### config.mk
export PLATFORM = sky130hd
export DESIGN_NAME = icac_clip
export DESIGN_NICKNAME = d
export VERILOG_FILES = /design/src/design/icac_pkg.sv /design/src/design/icac_clip.sv
export SDC_FILE = /design/constraint.sdc
export NUM_CORES = 1
export LEC_CHECK = 0
export BUFFER_PORTS_ARGS = -buffer_cell sky130_fd_sc_hd__buf_2
export CAP_MARGIN = 20
export CORE_UTILIZATION = 28
export DETAILED_ROUTE_END_ITERATION = 8
export GPL_ROUTABILITY_DRIVEN = 0
export PLACE_DENSITY = 0.47
export SLEW_MARGIN = 10
export SYNTH_ARGS = -nofsm -noshare
export SYNTH_HDL_FRONTEND = slang
export SYNTH_SLANG_ARGS = --single-unit
### constraint.sdc
create_clock -name vclk -period 11.8
set_clock_uncertainty 0.05 [all_clocks]
set_input_delay 0 -clock vclk [all_inputs]
set_output_delay 0 -clock vclk [all_outputs]
set_load 0.01 [all_outputs]
### src/design/icac_pkg.sv
// Shared types and constants for the interval capacity admission core.
package icac_pkg;

  // Field widths fixed by the request and result formats
  localparam int STATION_W = 11;
  localparam int LOAD_W    = 16;
  localparam int SUM_W     = LOAD_W + 1;
  localparam int ALU_W     = LOAD_W + 2;
  localparam int CFG_W     = 16;

  // Default route size
  localparam int MAX_STATIONS_DEF = 1024;

  // Register indexes on the configuration port
  localparam logic [0:0] CFG_STATION_COUNT = 1'b0;
  localparam logic [0:0] CFG_SEAT_CAPACITY = 1'b1;

  // Register reset values
  localparam logic [STATION_W-1:0] STATION_COUNT_RST = 11'd1024;
  localparam logic [LOAD_W-1:0]    SEAT_CAPACITY_RST = 16'hFFFF;

  // Request beat
  typedef struct packed {
    logic [STATION_W-1:0] from_station;
    logic [STATION_W-1:0] to_station;
    logic [LOAD_W-1:0]    head_count;
  } req_t;

  // Result beat
  typedef struct packed {
    logic              accepted;
    logic [LOAD_W-1:0] peak_load;
  } rsp_t;

  // Clipped segment range of a request
  typedef struct packed {
    logic [STATION_W-1:0] lo;
    logic [STATION_W-1:0] hi;
    logic                 empty;
  } clip_t;

endpackage

### src/design/icac_clip.sv
// Clips a request's station pair to the valid segment range of the route.
module icac_clip #(
  parameter int MAX_STATIONS = icac_pkg::MAX_STATIONS_DEF
) (
  input  logic [icac_pkg::STATION_W-1:0] from_station,
  input  logic [icac_pkg::STATION_W-1:0] to_station,
  input  logic [icac_pkg::STATION_W-1:0] station_count,
  output icac_pkg::clip_t                clip
);
  import icac_pkg::*;

  logic [STATION_W-1:0] n_sat;
  logic [STATION_W-1:0] lo;
  logic [STATION_W-1:0] hi;

  // Station count saturated to the store depth
  assign n_sat = (32'(station_count) > MAX_STATIONS) ? STATION_W'(MAX_STATIONS)
                                                      : station_count;

  // Segment range lo..hi, clipped to 1..n-1
  always_comb begin
    lo = (from_station == '0) ? STATION_W'(1) : from_station;
    hi = (to_station == '0) ? '0 : to_station - STATION_W'(1);
    if (n_sat < STATION_W'(2)) begin
      hi = '0;
    end else if (hi > n_sat - STATION_W'(1)) begin
      hi = n_sat - STATION_W'(1);
    end
  end

  assign clip.lo    = lo;
  assign clip.hi    = hi;
  assign clip.empty = (lo > hi);

endmodule

Word level (Yosys, flattened, before mapping):

Cells that the tools add are included.

* add/subtract/negate cells: 2
* muxes and demuxes: 5
* reductions and logical operators: 2
* $lt $le $gt $ge: 4

Operators with widths (number)
* $mux 11: 5
* $gt 11x11->1: 2
* $logic_not 11->1: 2
* $sub 11x1->11 const B: 2
* $gt 11x11->1 const B: 1
* $lt 11x2->1 const B: 1

* output and inout bits: 23
* flip-flop bits (word level): 0
* logic and storage cells: 13

Longest topological paths before layout:

* word-level depth: 7
* gate-level depth with buffers: 20
* depth with buffers taken out: 18

Least setup slack after synthesis:

No wires, ideal clock.

* path kind: input port to output port
* start point: input port to_station[0] in the netlist's numbering
* end point: output port clip[0] in the netlist's numbering
* setup slack: 7640 ps
* cell stages on the path: 18
* data arrival time: 4110 ps
* data required time: 11750 ps
* path through: inv_1 > ha_1 > or3b_1 > buf_2 > or4b_1 > nand2_1 > ha_1 > a211oi_1 > nor2_1 > a2111oi_2 > nor2_1 > a211o_1 > ha_1 > a21oi_1 > nor2b_1 > a2111oi_0 > a221o_1 > a31oi_1

RTL lines
* start, declared: line icac_clip.sv:6 `input logic [icac_pkg::STATION_W-1:0] to_station,`
* end, declared: line icac_clip.sv:8 `output icac_pkg::clip_t clip`

==> impl_metrics.sql <==
INSERT INTO impl_metrics (metric_group, metric, value, unit) VALUES
('worst_setup_path', 'crit_path_start_kind', 'input pin', ''),
('global_routing', 'grt.busiest_layer', 'met2', ''),
('place', 'portBuffers', '56', ''),
('yosys', 'synth.avg_cell_area', '6.99', 'um2'),
('hold_path', 'holdPathStages', '2', ''),
('die', 'die-area', '5250', 'um2'),
('place', 'place_hpwl', '3.67', 'mm'),
('layout', 'fill_cells', '556', ''),
('clock_network', 'cts_hold_buf', '0', ''),
('clock_network', 'postCtsResizedCells', '0', ''),
('die', 'die_h', '72.5', 'um'),
('hold_path', 'worstHoldPathType', 'input pin to output port', ''),
('yosys', 'netlist_area', '1390', 'um2'),
('sta', 'pin_slew_with_the_least_headroom_to_its_limit', '0.758', 'ns'),
('yosys', 'syn_nets', '256', ''),
('sta', 'timing.slew.headroom', '49.3', '%'),
('detailed_routing', 'first_pass_detailed_route_iteration_total', '4', ''),
('worst_setup_path', 'crit_path_max_incr_delay', '0.67', 'ns'),
('die', 'floorplan.die.width', '72.5', 'um'),
('power', 'vdd.ir_drop.worst', '0.0189', 'mV'),
('hold_path', 'holdCritStartpoint', 'from_station[3]', ''),
('detailed_routing', 'drt_iter0_drc', '84', ''),
('die', 'placement_rows', '25', ''),
('sta', 'hold_violation_count_in_the_final_report', '0', ''),
('yosys', 'synthesis.yosys.warnings', '0', ''),
('sta', 'fin_crit', '5.04', 'ns'),
('hold_path', 'sink_of_the_worst_hold_path', 'clip[15]', ''),
('sta', 'max_clock_freq', '199', 'MHz'),
('detailed_routing', 'drt_drc_violations_left', '0', ''),
('die', 'initial_utilization', '29.3', '%'),
('yosys', 'synth-seq-area-share', '0', '%'),
('layout', 'insertedDiodeCount', '0', ''),
('sta', 'final_min_period_over_clock_period', '42.7', '%'),
('worst_setup_path', 'critical-path-top-delay-family', 'compound AO/OA/AOI/OAI gates', ''),
('detailed_routing', 'wirelength', '4.26', 'mm'),
('layout', 'fin_cells', '304', ''),
('worst_setup_path', 'path_cells', 'buf_2 -> inv_1 -> ha_1 -> or3b_1 -> or4b_1 -> nand2_1 -> ha_1 -> a211oi_1 -> nor2_1 -> a2111oi_2 -> nor2_1 -> a211o_1 -> ha_1 -> a21oi_1 -> nor2b_1 -> a2111oi_0 -> a221o_1 -> a31oi_1 -> buf_2', ''),
('layout', 'sequential_cell_area', '0', 'um2'),
('worst_setup_path', 'crit_path_top_delay_cell', 'a2111oi_2', ''),
('global_routing', 'use_met1', '23.6', '%'),
('yosys', 'number_of_unique_standard_cell_types_used_by_synthesis', '48', ''),
('sta', 'setup_tns', '0', 'ns'),
('worst_setup_path', 'worst_setup_path_end_kind', 'output port', ''),
('worst_setup_path', 'cp_data_arrival_time', '4.99', 'ns'),
('detailed_routing', 'route.vias.total', '1635', ''),
('detailed_routing', 'post_detailed_route_count_of_antenna_violating_nets', '0', ''),
('global_routing', 'global_route_wire_length_before_repair', '6.57', 'mm'),
('global_routing', 'met3_usage', '0', '%'),
('die', 'design.portCount', '56', ''),
('yosys', 'synthesis.instances', '199', ''),
('global_routing', 'use_met2', '26.1', '%'),
('sta', 'timing.final.setup_violations', '0', ''),
('clock_network', 'post_cts_setup_repair_buffer_count', '0', ''),
('global_routing', 'number_of_antenna_violations_at_the_first_check_in_global_routing', '0', ''),
('global_routing', 'gr-total-overflow', '0', ''),
('global_routing', 'track_usage', '15.6', '%'),
('layout', 'n_clock_buffer', '0', ''),
('die', 'core_area', '4750', 'um2'),
('layout', 'synthToLayoutAreaGrowth', '20.8', '%'),
('worst_setup_path', 'worst-path-max-fanout', '10', ''),
('global_routing', 'first_global_vias', '1370', ''),
('layout', 'drive_above_1_share', '27.8', '%'),
('power', 'power.density', '50.7', 'nW/um2'),
('worst_setup_path', 'critical-path-top-cell-by-count', 'ha_1', ''),
('run_status', 'outcome', 'completed', ''),
('sta', 'final_max_tran_viols', '0', ''),
('run', 'drv.max_cap_violation_count', '0', ''),
('detailed_routing', 'avgRoutedWirePerCell', '14.0', 'um'),
('sta', 'rsz0062_at_grt', 'no', ''),
('worst_setup_path', 'crit_required', '11.75', 'ns'),
('worst_setup_path', 'path_type_of_the_worst_setup_path', 'input pin to output port', ''),
('power', 'p_leak', '0.759', 'nW'),
('layout', 'nets', '296', ''),
('detailed_routing', 'avgViaCountPerCell', '5.38', ''),
('layout', 'layout.sequential_cells', '0', ''),
('global_routing', 'pin_count_of_the_biggest_net_entering_global_routing', '17', ''),
('worst_setup_path', 'cp.buffers_inverters', '3', ''),
('place', 'post-place-cells', '304', '');
-- Yosys cell counts, drive strengths merged, types with 3 or more instances --
cell type   n  area (um2)
ha         24         300
nor2       18        67.6
clkbuf     13        50.0
inv        12        45.0
a21oi      10        50.1
nor4       10        92.6
o21ai      10        50.1
a211oi      8        60.1
a31oi       7        43.8
o31ai       7        52.6
nand4       6        37.5
or2         6        37.5
buf         5        25.0
nand2       5        18.8
nor2b       5        31.3
o21a        5        37.5
nor3        4        20.0
xnor2       4        35.0
a21o        3        22.5
a31o        3        26.3
nand3       3        15.0
or4         3        22.5
-- where the power goes --
part / internal [mW] / total, mW / switching (mW)
sequential: 0 / 0 / 0
combinational: 0.0370 / 0.0852 / 0.0483
clock: 0 / 0 / 0
-- per-stage QoR --
step                area [um2]  setup slack (ns)  power [mW]  hold WS, ns  util, %
CTS                       1680              6.80      0.0852        0.173     35.3
global route              1680              6.35      0.0956        0.178     35.3
detailed placement        1680              6.80      0.0845        0.172     35.3
global placement          1680              6.82      0.0860        0.168     35.3
finish                    1680              6.76      0.0852        0.170     35.3
floorplan                 1390              7.64      0.0563       0.0635        -
-- kinds of logic after synthesis --
logic type | count (synthesis) | synth area share, %
buffers and inverters | 30 | 8.63
muxes | 3 | 2.25
and+or+nand+nor | 73 | 31.7
xor gates and xnor gates | 4 | 2.52
AOI/OAI and AO/OA | 65 | 33.4
adders and majority gates | 24 | 21.6
-- metal layers --
metal | share of wire, % | vias to the layer above
li1 | - | 844
met1 | 53 | 738
met2 | 44 | 53
met3 | 3.5 | 0
met4 | 0 | 0
met5 | 0 | -
-- cells in the final DEF, fill, tap and decap left out, types with 6 or more instances in the layout --
cell      count
a31oi_1       7
ha_1         24
inv_1        12
o31ai_1       7
nor4_1        8
o21ai_0      10
a21oi_1      10
nand4_1       6
nor2_1       18
a211oi_1      8
buf_2        56
-- final cells by class --
cell class / count / area (um2) / share of cell area [%]
inverter: 12 / 45.0 / 2.68
multi-input combinational: 169 / 1270 / 75.7
tap: 67 / 83.8 / 4.99
timing repair buffer: 56 / 280 / 16.7
-- worst max-delay path by stage --
stage | slack [ns] | to | start | cells past startpoint
finish | 6.76 | clip[0] | to_station[0] | 19
detailed placement | 6.80 | clip[0] | to_station[0] | 19
global route | 6.35 | clip[0] | to_station[0] | 19
CTS | 6.80 | clip[0] | to_station[0] | 19
global placement | 6.82 | clip[0] | to_station[0] | 19
floorplan | 7.64 | clip[0] | to_station[0] | 18
Note: power is estimated with default switching activity, not from simulation.
